`src/sv/hmtt_pkg.sv`:
```
// Shared types, constants and helper functions of the height matched track table.
package hmtt_pkg;

   // Default sizes of the table
   localparam int TRACK_SLOTS_DEF  = 16;
   localparam int CONF_CEILING_DEF = 12;
   localparam int MAX_RESULTS      = 16;

   // Field widths
   localparam int HEIGHT_W   = 16;
   localparam int DIST_W     = 16;
   localparam int TREAD_W    = 15;
   localparam int CONF_W     = 4;
   localparam int SLOT_W     = 4;
   localparam int KIND_W     = 3;
   localparam int TOL_W      = 15;
   localparam int CSR_IDX_W  = 1;
   localparam int CSR_DATA_W = 15;
   localparam int STEP_W     = HEIGHT_W + 1;

   // Register reset values
   localparam logic [TOL_W-1:0]  TOL_RESET     = TOL_W'(250);
   localparam logic [CONF_W-1:0] MIN_VIS_RESET = CONF_W'(4);

   typedef enum logic [KIND_W-1:0] {
      KIND_MATCHED = 3'd0,
      KIND_NEW     = 3'd1,
      KIND_DROPPED = 3'd2,
      KIND_VISIBLE = 3'd3,
      KIND_NONE    = 3'd4
   } kind_type;

   typedef enum logic [CSR_IDX_W-1:0] {
      CSR_MATCH_TOL = 1'b0,
      CSR_MIN_VIS   = 1'b1
   } csr_index_type;

   typedef enum logic [2:0] {
      ST_IDLE,
      ST_SCAN,
      ST_UPDATE,
      ST_SWEEP,
      ST_FLUSH
   } engine_state_type;

   typedef enum logic {
      CMD_DETECT    = 1'b0,
      CMD_FRAME_END = 1'b1
   } cmd_type;

   // One table entry as held in the slot memory
   typedef struct packed {
      logic signed [HEIGHT_W-1:0] height;
      logic signed [DIST_W-1:0]   distance;
      logic [TREAD_W-1:0]         depth;
      logic [TREAD_W-1:0]         width;
      logic [CONF_W-1:0]          confidence;
   } track_type;

   // Input word
   typedef struct packed {
      cmd_type                    cmd;
      logic signed [HEIGHT_W-1:0] height;
      logic signed [DIST_W-1:0]   distance;
      logic [TREAD_W-1:0]         depth;
      logic [TREAD_W-1:0]         width;
   } req_word_type;

   // Result word
   typedef struct packed {
      kind_type                   kind;
      logic [SLOT_W-1:0]          slot;
      logic signed [HEIGHT_W-1:0] track_height;
      logic signed [DIST_W-1:0]   track_distance;
      logic [TREAD_W-1:0]         track_depth;
      logic [TREAD_W-1:0]         track_width;
      logic [CONF_W-1:0]          confidence;
      logic                       last;
   } rsp_word_type;

   // prev + floor((next - prev) / 4)
   function automatic logic signed [STEP_W-1:0] quarter_step(
      input logic signed [STEP_W-1:0] prev,
      input logic signed [STEP_W-1:0] nxt
   );
      logic signed [STEP_W:0] diff;
      logic signed [STEP_W:0] total;
      diff  = (STEP_W+1)'(nxt) - (STEP_W+1)'(prev);
      total = (STEP_W+1)'(prev) + (diff >>> 2);
      return total[STEP_W-1:0];
   endfunction

endpackage

```
`src/sv/hmtt_ram.sv`:
```
// Generic simple dual port RAM with one write port and a registered read port.
module hmtt_ram #(
   parameter int WIDTH = 8,
   parameter int DEPTH = 16,
   localparam int ADDR_W = (DEPTH > 1) ? $clog2(DEPTH) : 1
) (
   input  logic              clock,
   input  logic              wr_en,
   input  logic [ADDR_W-1:0] wr_addr,
   input  logic [WIDTH-1:0]  wr_data,
   input  logic              rd_en,
   input  logic [ADDR_W-1:0] rd_addr,
   output logic [WIDTH-1:0]  rd_data
);

   logic [WIDTH-1:0] mem_ff [DEPTH];
   logic [WIDTH-1:0] rd_data_ff;

   // Write the entry, register the read word; hold it while no read is issued
   always_ff @(posedge clock) begin
      if (wr_en) begin
         mem_ff[wr_addr] <= wr_data;
      end
      if (rd_en) begin
         rd_data_ff <= mem_ff[rd_addr];
      end
   end

   assign rd_data = rd_data_ff;

endmodule

```
`src/sv/hmtt_engine.sv`:
```
// Scan, match, update, decay and report engine around the slot memory.
module hmtt_engine #(
   parameter int TRACK_SLOTS  = hmtt_pkg::TRACK_SLOTS_DEF,
   parameter int CONF_CEILING = hmtt_pkg::CONF_CEILING_DEF
) (
   input  logic                         clock,
   input  logic                         reset,
   input  logic                         start,
   input  hmtt_pkg::req_word_type       req_word,
   input  logic [hmtt_pkg::TOL_W-1:0]   match_tolerance,
   input  logic [hmtt_pkg::CONF_W-1:0]  min_visible_confidence,
   output logic                         idle,
   output logic                         res_valid,
   output hmtt_pkg::rsp_word_type       res_word,
   input  logic                         res_ready
);

   import hmtt_pkg::*;

   localparam int IDX_W = (TRACK_SLOTS > 1) ? $clog2(TRACK_SLOTS) : 1;
   localparam int CNT_W = $clog2(TRACK_SLOTS + 1);
   localparam int RAM_W = $bits(track_type);
   localparam int VIS_W = $clog2(MAX_RESULTS + 1);
   localparam logic [CNT_W-1:0]  LAST_CNT  = CNT_W'(TRACK_SLOTS);
   localparam logic [CONF_W:0]   CEIL      = (CONF_W+1)'(CONF_CEILING);
   localparam logic [VIS_W-1:0]  VIS_LIMIT = VIS_W'(MAX_RESULTS);

   // Control state
   engine_state_type        state_ff, state_in;
   logic [TRACK_SLOTS-1:0]  valid_ff, valid_in;
   logic [TRACK_SLOTS-1:0]  matched_ff, matched_in;
   logic [CNT_W-1:0]        rd_cnt_ff, rd_cnt_in;
   logic                    p_vld_ff, p_vld_in;
   logic                    best_vld_ff, best_vld_in;
   logic                    free_vld_ff, free_vld_in;
   logic                    pend_vld_ff, pend_vld_in;
   logic [VIS_W-1:0]        vis_cnt_ff, vis_cnt_in;

   // Payload state
   req_word_type            req_ff, req_in;
   logic [IDX_W-1:0]        p_idx_ff, p_idx_in;
   logic [IDX_W-1:0]        best_idx_ff, best_idx_in;
   logic [HEIGHT_W-1:0]     best_dist_ff, best_dist_in;
   track_type               best_trk_ff, best_trk_in;
   logic [IDX_W-1:0]        free_idx_ff, free_idx_in;
   rsp_word_type            pend_ff, pend_in;

   // Memory port
   logic                    ram_we;
   logic [IDX_W-1:0]        ram_waddr;
   track_type               ram_wdata;
   logic                    ram_re;
   logic [IDX_W-1:0]        ram_raddr;
   logic [RAM_W-1:0]        ram_rdata;
   track_type               rd_trk;

   // Per slot evaluation
   logic                    cur_valid;
   logic                    cur_matched;
   logic                    cur_decays;
   logic                    cur_kill;
   logic [CONF_W-1:0]       conf_after;
   logic                    valid_after;
   logic                    vis;
   logic                    push_needed;
   logic                    advance;
   logic                    rd_more;
   logic                    walk_done;
   logic signed [HEIGHT_W:0] h_diff;
   logic [HEIGHT_W:0]       h_abs;

   // Update of a matched track
   logic signed [STEP_W-1:0] q_h;
   logic signed [STEP_W-1:0] q_d;
   logic signed [STEP_W-1:0] q_dep;
   logic signed [STEP_W-1:0] q_wid;
   logic [CONF_W:0]         conf_up;
   logic [CONF_W:0]         conf_sat;
   track_type               upd_trk;
   track_type               new_trk;

   hmtt_ram #(
      .WIDTH (RAM_W),
      .DEPTH (TRACK_SLOTS)
   ) u_slot_ram (
      .clock   (clock),
      .wr_en   (ram_we),
      .wr_addr (ram_waddr),
      .wr_data (ram_wdata),
      .rd_en   (ram_re),
      .rd_addr (ram_raddr),
      .rd_data (ram_rdata)
   );

   assign rd_trk = ram_rdata;
   assign idle   = (state_ff == ST_IDLE);

   // Evaluate the slot whose word just came out of memory
   always_comb begin
      cur_valid   = valid_ff[p_idx_ff];
      cur_matched = matched_ff[p_idx_ff];
      cur_decays  = cur_valid && !cur_matched;
      cur_kill    = cur_decays && (rd_trk.confidence <= CONF_W'(1));
      if (cur_kill) begin
         conf_after = '0;
      end else if (cur_decays) begin
         conf_after = rd_trk.confidence - CONF_W'(1);
      end else begin
         conf_after = rd_trk.confidence;
      end
      valid_after = cur_valid && !cur_kill;
      vis         = valid_after && (conf_after >= min_visible_confidence)
                    && (vis_cnt_ff < VIS_LIMIT);
      push_needed = vis && pend_vld_ff;
      advance     = !(p_vld_ff && push_needed && !res_ready);
      rd_more     = (rd_cnt_ff != LAST_CNT);
      walk_done   = !rd_more && p_vld_ff;
      h_diff      = (HEIGHT_W+1)'(rd_trk.height) - (HEIGHT_W+1)'(req_ff.height);
      h_abs       = h_diff[HEIGHT_W] ? (HEIGHT_W+1)'(-h_diff) : (HEIGHT_W+1)'(h_diff);
   end

   // Build the moved and the seeded track
   always_comb begin
      q_h      = quarter_step(STEP_W'(best_trk_ff.height), STEP_W'(req_ff.height));
      q_d      = quarter_step(STEP_W'(best_trk_ff.distance), STEP_W'(req_ff.distance));
      q_dep    = quarter_step(STEP_W'(best_trk_ff.depth), STEP_W'(req_ff.depth));
      q_wid    = quarter_step(STEP_W'(best_trk_ff.width), STEP_W'(req_ff.width));
      conf_up  = (CONF_W+1)'(best_trk_ff.confidence) + (CONF_W+1)'(2);
      conf_sat = (conf_up > CEIL) ? CEIL : conf_up;
      upd_trk.height     = q_h[HEIGHT_W-1:0];
      upd_trk.distance   = q_d[DIST_W-1:0];
      upd_trk.depth      = q_dep[TREAD_W-1:0];
      upd_trk.width      = q_wid[TREAD_W-1:0];
      upd_trk.confidence = conf_sat[CONF_W-1:0];
      new_trk.height     = req_ff.height;
      new_trk.distance   = req_ff.distance;
      new_trk.depth      = req_ff.depth;
      new_trk.width      = req_ff.width;
      new_trk.confidence = CONF_W'(1);
   end

   // Next state
   always_comb begin
      state_in = state_ff;
      case (state_ff)
         ST_IDLE: begin
            if (start) begin
               state_in = (req_word.cmd == CMD_FRAME_END) ? ST_SWEEP : ST_SCAN;
            end
         end
         ST_SCAN: begin
            if (walk_done) begin
               state_in = ST_UPDATE;
            end
         end
         ST_UPDATE: begin
            if (res_ready) begin
               state_in = ST_IDLE;
            end
         end
         ST_SWEEP: begin
            if (walk_done && advance) begin
               state_in = ST_FLUSH;
            end
         end
         ST_FLUSH: begin
            if (res_ready) begin
               state_in = ST_IDLE;
            end
         end
         default: begin
            state_in = ST_IDLE;
         end
      endcase
   end

   // Datapath, memory accesses and result word
   always_comb begin
      valid_in     = valid_ff;
      matched_in   = matched_ff;
      rd_cnt_in    = rd_cnt_ff;
      p_vld_in     = p_vld_ff;
      p_idx_in     = p_idx_ff;
      best_vld_in  = best_vld_ff;
      best_idx_in  = best_idx_ff;
      best_dist_in = best_dist_ff;
      best_trk_in  = best_trk_ff;
      free_vld_in  = free_vld_ff;
      free_idx_in  = free_idx_ff;
      pend_vld_in  = pend_vld_ff;
      pend_in      = pend_ff;
      vis_cnt_in   = vis_cnt_ff;
      req_in       = req_ff;
      ram_we       = 1'b0;
      ram_waddr    = p_idx_ff;
      ram_wdata    = rd_trk;
      ram_re       = 1'b0;
      ram_raddr    = rd_cnt_ff[IDX_W-1:0];
      res_valid    = 1'b0;
      res_word     = '0;
      case (state_ff)
         ST_IDLE: begin
            // Take the word and arm the walk
            if (start) begin
               req_in       = req_word;
               rd_cnt_in    = '0;
               p_vld_in     = 1'b0;
               best_vld_in  = 1'b0;
               best_dist_in = HEIGHT_W'(match_tolerance);
               free_vld_in  = 1'b0;
               pend_vld_in  = 1'b0;
               vis_cnt_in   = '0;
            end
         end
         ST_SCAN: begin
            // Issue the next read
            ram_re    = rd_more;
            p_vld_in  = rd_more;
            p_idx_in  = rd_cnt_ff[IDX_W-1:0];
            if (rd_more) begin
               rd_cnt_in = rd_cnt_ff + CNT_W'(1);
            end
            // Track the lowest free slot and the closest open match
            if (p_vld_ff) begin
               if (!cur_valid) begin
                  if (!free_vld_ff) begin
                     free_vld_in = 1'b1;
                     free_idx_in = p_idx_ff;
                  end
               end else if (!cur_matched && (h_abs[HEIGHT_W-1:0] < best_dist_ff)) begin
                  best_vld_in  = 1'b1;
                  best_idx_in  = p_idx_ff;
                  best_dist_in = h_abs[HEIGHT_W-1:0];
                  best_trk_in  = rd_trk;
               end
            end
         end
         ST_UPDATE: begin
            res_valid = 1'b1;
            res_word.last = 1'b1;
            if (best_vld_ff) begin
               res_word.kind           = KIND_MATCHED;
               res_word.slot           = SLOT_W'(best_idx_ff);
               res_word.track_height   = upd_trk.height;
               res_word.track_distance = upd_trk.distance;
               res_word.track_depth    = upd_trk.depth;
               res_word.track_width    = upd_trk.width;
               res_word.confidence     = upd_trk.confidence;
               ram_waddr = best_idx_ff;
               ram_wdata = upd_trk;
               if (res_ready) begin
                  ram_we                  = 1'b1;
                  matched_in[best_idx_ff] = 1'b1;
               end
            end else if (free_vld_ff) begin
               res_word.kind           = KIND_NEW;
               res_word.slot           = SLOT_W'(free_idx_ff);
               res_word.track_height   = new_trk.height;
               res_word.track_distance = new_trk.distance;
               res_word.track_depth    = new_trk.depth;
               res_word.track_width    = new_trk.width;
               res_word.confidence     = new_trk.confidence;
               ram_waddr = free_idx_ff;
               ram_wdata = new_trk;
               if (res_ready) begin
                  ram_we                  = 1'b1;
                  valid_in[free_idx_ff]   = 1'b1;
                  matched_in[free_idx_ff] = 1'b1;
               end
            end else begin
               // Table full: echo the detection
               res_word.kind           = KIND_DROPPED;
               res_word.track_height   = req_ff.height;
               res_word.track_distance = req_ff.distance;
               res_word.track_depth    = req_ff.depth;
               res_word.track_width    = req_ff.width;
            end
         end
         ST_SWEEP: begin
            if (advance) begin
               // Issue the next read
               ram_re   = rd_more;
               p_vld_in = rd_more;
               p_idx_in = rd_cnt_ff[IDX_W-1:0];
               if (rd_more) begin
                  rd_cnt_in = rd_cnt_ff + CNT_W'(1);
               end
               // Decay, free, clear the mark, stage a visible track
               if (p_vld_ff) begin
                  valid_in[p_idx_ff]   = valid_after;
                  matched_in[p_idx_ff] = 1'b0;
                  if (cur_decays) begin
                     ram_we               = 1'b1;
                     ram_wdata.confidence = conf_after;
                  end
                  if (vis) begin
                     vis_cnt_in             = vis_cnt_ff + VIS_W'(1);
                     pend_vld_in            = 1'b1;
                     pend_in.kind           = KIND_VISIBLE;
                     pend_in.slot           = SLOT_W'(p_idx_ff);
                     pend_in.track_height   = rd_trk.height;
                     pend_in.track_distance = rd_trk.distance;
                     pend_in.track_depth    = rd_trk.depth;
                     pend_in.track_width    = rd_trk.width;
                     pend_in.confidence     = conf_after;
                     pend_in.last           = 1'b0;
                     if (pend_vld_ff) begin
                        res_valid = 1'b1;
                        res_word  = pend_ff;
                     end
                  end
               end
            end
         end
         ST_FLUSH: begin
            // Send the held visible track as the last word, or the empty report
            res_valid = 1'b1;
            if (pend_vld_ff) begin
               res_word      = pend_ff;
               res_word.last = 1'b1;
            end else begin
               res_word.kind = KIND_NONE;
               res_word.last = 1'b1;
            end
            if (res_ready) begin
               pend_vld_in = 1'b0;
            end
         end
         default: begin
            res_valid = 1'b0;
         end
      endcase
   end

   // Control registers
   always_ff @(posedge clock) begin
      if (reset) begin
         state_ff    <= ST_IDLE;
         valid_ff    <= '0;
         matched_ff  <= '0;
         rd_cnt_ff   <= '0;
         p_vld_ff    <= 1'b0;
         best_vld_ff <= 1'b0;
         free_vld_ff <= 1'b0;
         pend_vld_ff <= 1'b0;
         vis_cnt_ff  <= '0;
      end else begin
         state_ff    <= state_in;
         valid_ff    <= valid_in;
         matched_ff  <= matched_in;
         rd_cnt_ff   <= rd_cnt_in;
         p_vld_ff    <= p_vld_in;
         best_vld_ff <= best_vld_in;
         free_vld_ff <= free_vld_in;
         pend_vld_ff <= pend_vld_in;
         vis_cnt_ff  <= vis_cnt_in;
      end
   end

   // Payload registers
   always_ff @(posedge clock) begin
      req_ff       <= req_in;
      p_idx_ff     <= p_idx_in;
      best_idx_ff  <= best_idx_in;
      best_dist_ff <= best_dist_in;
      best_trk_ff  <= best_trk_in;
      free_idx_ff  <= free_idx_in;
      pend_ff      <= pend_in;
   end

endmodule

```
`src/sv/height_matched_track_table.sv`:
```
// Top level of the height matched track table: registers, engine and result register.
//
// The block holds up to TRACK_SLOTS plane tracks in one slot memory and walks that
// memory one slot per cycle for every input word, except while an end of frame walk
// waits on a full, stalled output register. A detection word goes from acceptance
// to the next acceptance through these steps: the idle state takes the word, the
// read walk visits each slot, the memory read delivers the last slot word, and the
// update state writes back the matched or seeded track once the output register
// can take the result. An end of frame word walks the memory the same way, decaying,
// freeing and reporting visible tracks in slot order, and waits whenever the output
// register stays full and stalled while a visible track or the final report waits
// to be handed over. Only one input word is in work at a time;
// a finished result waits in the output register while the next word is taken.
// The table is empty right after reset; the tolerance and visibility registers
// must be written only while the block is idle.
module height_matched_track_table #(
   parameter int TRACK_SLOTS  = hmtt_pkg::TRACK_SLOTS_DEF,
   parameter int CONF_CEILING = hmtt_pkg::CONF_CEILING_DEF
) (
   input  logic                                clock,
   input  logic                                reset,
   input  logic                                req_valid,
   output logic                                req_stall,
   input  logic                                req_cmd,
   input  logic signed [hmtt_pkg::HEIGHT_W-1:0] req_height,
   input  logic signed [hmtt_pkg::DIST_W-1:0]   req_distance,
   input  logic [hmtt_pkg::TREAD_W-1:0]        req_depth,
   input  logic [hmtt_pkg::TREAD_W-1:0]        req_width,
   output logic                                rsp_valid,
   input  logic                                rsp_stall,
   output hmtt_pkg::kind_type                  rsp_kind,
   output logic [hmtt_pkg::SLOT_W-1:0]         rsp_slot,
   output logic signed [hmtt_pkg::HEIGHT_W-1:0] rsp_track_height,
   output logic signed [hmtt_pkg::DIST_W-1:0]   rsp_track_distance,
   output logic [hmtt_pkg::TREAD_W-1:0]        rsp_track_depth,
   output logic [hmtt_pkg::TREAD_W-1:0]        rsp_track_width,
   output logic [hmtt_pkg::CONF_W-1:0]         rsp_confidence,
   output logic                                rsp_last,
   input  logic                                csr_write,
   input  logic [hmtt_pkg::CSR_IDX_W-1:0]      csr_index,
   input  logic [hmtt_pkg::CSR_DATA_W-1:0]     csr_data
);

   import hmtt_pkg::*;

   logic [TOL_W-1:0]   tol_ff, tol_in;
   logic [CONF_W-1:0]  min_vis_ff, min_vis_in;
   logic               rsp_valid_ff, rsp_valid_in;
   rsp_word_type       rsp_word_ff, rsp_word_in;

   logic               eng_idle;
   logic               start;
   req_word_type       req_word;
   logic               res_valid;
   rsp_word_type       res_word;
   logic               res_ready;

   // Gather the input word
   always_comb begin
      req_word.cmd      = cmd_type'(req_cmd);
      req_word.height   = req_height;
      req_word.distance = req_distance;
      req_word.depth    = req_depth;
      req_word.width    = req_width;
   end

   assign req_stall = !eng_idle;
   assign start     = req_valid && eng_idle;

   // Register writes
   always_comb begin
      tol_in     = tol_ff;
      min_vis_in = min_vis_ff;
      if (csr_write) begin
         case (csr_index_type'(csr_index))
            CSR_MATCH_TOL: tol_in     = csr_data[TOL_W-1:0];
            CSR_MIN_VIS:   min_vis_in = csr_data[CONF_W-1:0];
            default:       tol_in     = tol_ff;
         endcase
      end
   end

   always_ff @(posedge clock) begin
      if (reset) begin
         tol_ff     <= TOL_RESET;
         min_vis_ff <= MIN_VIS_RESET;
      end else begin
         tol_ff     <= tol_in;
         min_vis_ff <= min_vis_in;
      end
   end

   hmtt_engine #(
      .TRACK_SLOTS  (TRACK_SLOTS),
      .CONF_CEILING (CONF_CEILING)
   ) u_engine (
      .clock                  (clock),
      .reset                  (reset),
      .start                  (start),
      .req_word               (req_word),
      .match_tolerance        (tol_ff),
      .min_visible_confidence (min_vis_ff),
      .idle                   (eng_idle),
      .res_valid              (res_valid),
      .res_word               (res_word),
      .res_ready              (res_ready)
   );

   // Output register: load when empty or when the held word leaves
   assign res_ready = !rsp_valid_ff || !rsp_stall;

   always_comb begin
      rsp_valid_in = rsp_valid_ff;
      rsp_word_in  = rsp_word_ff;
      if (res_ready) begin
         rsp_valid_in = res_valid;
         if (res_valid) begin
            rsp_word_in = res_word;
         end
      end
   end

   always_ff @(posedge clock) begin
      if (reset) begin
         rsp_valid_ff <= 1'b0;
      end else begin
         rsp_valid_ff <= rsp_valid_in;
      end
   end

   always_ff @(posedge clock) begin
      rsp_word_ff <= rsp_word_in;
   end

   assign rsp_valid          = rsp_valid_ff;
   assign rsp_kind           = rsp_word_ff.kind;
   assign rsp_slot           = rsp_word_ff.slot;
   assign rsp_track_height   = rsp_word_ff.track_height;
   assign rsp_track_distance = rsp_word_ff.track_distance;
   assign rsp_track_depth    = rsp_word_ff.track_depth;
   assign rsp_track_width    = rsp_word_ff.track_width;
   assign rsp_confidence     = rsp_word_ff.confidence;
   assign rsp_last           = rsp_word_ff.last;

endmodule

```
`config.mk`:
```
export PLATFORM = sky130hd
export DESIGN_NAME = height_matched_track_table
export DESIGN_NICKNAME = d
export VERILOG_FILES = /design/src/sv/hmtt_pkg.sv /design/src/sv/hmtt_ram.sv /design/src/sv/hmtt_engine.sv /design/src/sv/height_matched_track_table.sv
export SDC_FILE = /design/constraint.sdc
export NUM_CORES = 2
export LEC_CHECK = 0
export ABC_AREA = 0
export BUFFER_PORTS_ARGS = -buffer_cell sky130_fd_sc_hd__buf_4
export CAP_MARGIN = 20
export CORE_UTILIZATION = 55
export CTS_CLUSTER_SIZE = 12
export DETAILED_ROUTE_END_ITERATION = 8
export PLACE_DENSITY_LB_ADDON = 0.08
export SYNTH_ARGS = -nofsm -noshare
export SYNTH_HDL_FRONTEND = slang
export SYNTH_SLANG_ARGS = --single-unit
```
`constraint.sdc`:
```
create_clock -name clock -period 7.4 [get_ports clock]
set_input_delay 1.11 -clock clock [delete_from_list [all_inputs] [get_ports clock]]
set_output_delay 1.11 -clock clock [all_outputs]
set_load 0.01 [all_outputs]
```
==> run summary <==
most frequent cells in the layout - 1422 x edfxtp_1, 338 x mux4_2, 231 x buf_4
hold_sp - tol_ff[11]$_SDFFE_PP0P_
RR Startpoint - u_engine.p_idx_ff[0]$_DFFE_PP_
initial antenna violation count - 5
Hold EP - tol_ff[11]$_SDFFE_PP0P_
GR Overflow Total - 0
Die Y - 342.9 um
port bufs - 159
Post-Synth Simple-Gate Area - 5.365%
r2r setup slk - 750 ps
# fillers - 8198
Tcrit/Tclk final - 89.87%
placed cells - 5378
sequential share of the synthesized area - 68.96%
initial detailed-routing violation count - 4286
worst hold-check path type - reg2reg
CP endpoint kind - flip-flop
fmax - 150.4 MHz
post-synthesis compound-gate area fraction - 6.381%
Post-DP Area - 67470 um^2
Area Overhead vs Synth - 12.83%
setup ws final - 749.7 ps
Mapped Nets - 4036
Pins Over Slew Limit - 0
Worst Path Arrival - 7090 ps
post-synthesis register bit count - 1491
Max Cap Viol - 0
Row Count - 124
gr usage total - 27.47%
outcome - finished clean
worst-margin pin slew - 1121 ps
setup bufs post-CTS - 0
Hold Vio Cnt, Final - 0
Initial Utilization - 55.68%
Vias per Instance - 6.365
CTS-repair resized insts - 0
layout cells sized above 1 - 21.05%
post-synthesis xor/xnor area fraction - 1.452%
I/O Pins - 160
CTS hold repair buffers - 0
Syn Inst Count - 3789
Detailed Routing Iterations Pass 1 - 6
commonest non-fill, non-tap cell in the layout - edfxtp_1
drt total wl - 160400 um
r2r endpoint - u_engine.u_slot_ram.mem_ff[9][53]$_DFFE_PP_
Post-DRT Antenna Nets - 0
P_leak - 24.03 nW
clock slew at the register clock pins of the worst setup and hold paths - 60 ps
Detail Placement HPWL - 103100 um
largest family of logic cells by synthesized area - multiplexers
RSZ-0062 raised after global routing - no
Post-synth EDFFs - 1422
root buffer cell - clkbuf_16
hold path cells - 2
CTS tree - done
setup_tns - 0 ps
GP Congestion - 0.8388
Tot Pwr - 22.13 mW
Worst EP required - 7840 ps
fin nets - 4280
pre-CTS setup slack - 814.4 ps
CTS Buf Count - 155
H-tree levels - 4
Die Wd - 342.9 um
area of the core - 114800 um^2
synth unique cells - 85
Clock Sink Count - 1491
Reg2Reg Depth - 17
maximum clock path buffer count - 3
Setup Viol. Count Final - 0
Post-Syn Area - 63920 um^2
global-route wire length before repair - 233700 um
Die ar. - 117600 um^2
vias in the first global route - 34710
via count - 35850
CP max FO - 31
DRC viols - 0
asr flop ratio synth - 0%
maximum vdd drop - 0.0002384 V
multiplexer share of the synthesized area - 12.68%
post-route cell area - 72130 um^2
Synth Area in Adders - 3.249%
WL/cell - 28.48 um
warnings from Yosys - 0
fin crit period - 6650 ps
slew margin rel. - 24.96%
Clk Latency, worst-skew pair - 750 ps
largest net degree at the start of global routing - 134
predominant post-synthesis flop cell - edfxtp_1
PD cells - 306.8 nW/um^2
syn_area_per_cell - 16.87 um^2
Startpoint Class - flip-flop
CP Class - reg2reg
non-filler cells, final - 5632
clk_skew - 24.53 ps
==> synth_stat cells, types with 36 or more instances <==
cell / count / area (um^2)
edfxtp_1: 1422 / 42700
a21oi_1: 156 / 780.8
a21o_1: 40 / 300.3
dfxtp_1: 69 / 1381
nand2b_1: 41 / 256.5
ha_1: 158 / 1977
o21ai_0: 115 / 575.6
xnor2_1: 72 / 630.6
a221o_1: 43 / 430.4
buf_1: 36 / 135.1
nor3_1: 54 / 270.3
nand3_1: 43 / 215.2
nand2_1: 213 / 799.5
clkbuf_1: 124 / 465.5
nor2_1: 218 / 818.3
inv_1: 144 / 540.5
nor2b_1: 52 / 325.3
mux4_2: 338 / 7612
==> critical path: stages, from the launching register on <==
cell and delay, ps:
edfxtp_1 1010, mux4_1 650, mux4_2 530, and2b_1 460, nand3_1 110, o21ai_0 180
inv_1 90, ha_1 270, nand2b_1 140, a21o_1 170, a21o_1 170, a21oi_1 440
nor4b_4 230, a21o_1 310, a21boi_1 250, nand2_1 280, nor2_4 700, buf_12 300
==> worst max-delay path by stage <==
| stage | startpoint | end | slack [ps] | depth (start not counted) |
|---|---|---|---|---|
| floorplan | u_engine.p_idx_ff[0]$_DFFE_PP_ | u_engine.u_slot_ram.mem_ff[6][0]$_DFFE_PP_ | 120 | 18 |
| global placement | u_engine.p_idx_ff[0]$_DFFE_PP_ | u_engine.u_slot_ram.mem_ff[9][7]$_DFFE_PP_ | 910 | 17 |
| detailed placement | u_engine.p_idx_ff[0]$_DFFE_PP_ | u_engine.u_slot_ram.mem_ff[9][7]$_DFFE_PP_ | 810 | 17 |
| CTS | u_engine.p_idx_ff[0]$_DFFE_PP_ | u_engine.u_slot_ram.mem_ff[9][62]$_DFFE_PP_ | 760 | 17 |
| global route | u_engine.p_idx_ff[0]$_DFFE_PP_ | u_engine.u_slot_ram.mem_ff[9][14]$_DFFE_PP_ | 430 | 17 |
| finish | u_engine.p_idx_ff[0]$_DFFE_PP_ | u_engine.u_slot_ram.mem_ff[9][53]$_DFFE_PP_ | 750 | 17 |
==> routing by layer <==
layer	GRT usage, %	vias to the layer above	wire, um
li1	-	15560	-
met1	43.95	18580	73460
met2	38.97	1528	69790
met3	5.718	183	14510
met4	5.944	0	2637
met5	0	-	0
==> cell type report <==
class / instances / area [um^2] / share of cell area, %
multi-input combinational: 1983 / 18800 / 26.07
antenna: 1 / 2.502 / 0.003470
sequential: 1491 / 44100 / 61.14
tap: 1512 / 1892 / 2.623
timing repair buffer: 256 / 2200 / 3.050
clock buffer: 190 / 4158 / 5.765
inverter: 146 / 555.5 / 0.7702
clock inverter: 53 / 412.9 / 0.5725
==> state kept, by name, summed over array words and instances (netlist names), 16 cells and up <==
| name | cells |
|---|---|
| rsp_track_distance | 16 |
| rsp_track_height | 16 |
| u_engine.best_dist_ff | 16 |
| u_engine.best_trk_ff | 66 |
| u_engine.matched_ff | 16 |
| u_engine.new_trk | 62 |
| u_engine.pend_ff | 70 |
| u_engine.u_slot_ram.mem_ff | 1056 |
| u_engine.u_slot_ram.rd_data | 66 |
| u_engine.valid_ff | 16 |
==> power breakdown <==
part | switching (mW) | internal, mW
registers | 0.359 | 10.2
clock network | 3.10 | 4.12
logic | 2.67 | 1.70
total | 6.13 | 16.0
==> metrics by stage <==
step | hold WS, ps | utilization, %
floorplan | 406.4 | -
global placement | 450.2 | 58.72
detailed placement | 446.7 | 58.77
CTS | 470.3 | 62.75
global route | 492.6 | 62.82
finish | 464.2 | 62.82
==> kinds of logic (layout without fill, tap and decap cells) <==
kind of cell | after synthesis | count (layout)
other cells | 0 | 1
buf+inv | 315 | 645
xor+xnor | 106 | 106
flops | 1491 | 1491
fa+ha+maj | 163 | 163
compound gates | 607 | 607
simple gates | 725 | 725
mux | 382 | 382
Note: power is estimated with default switching activity, not from simulation.
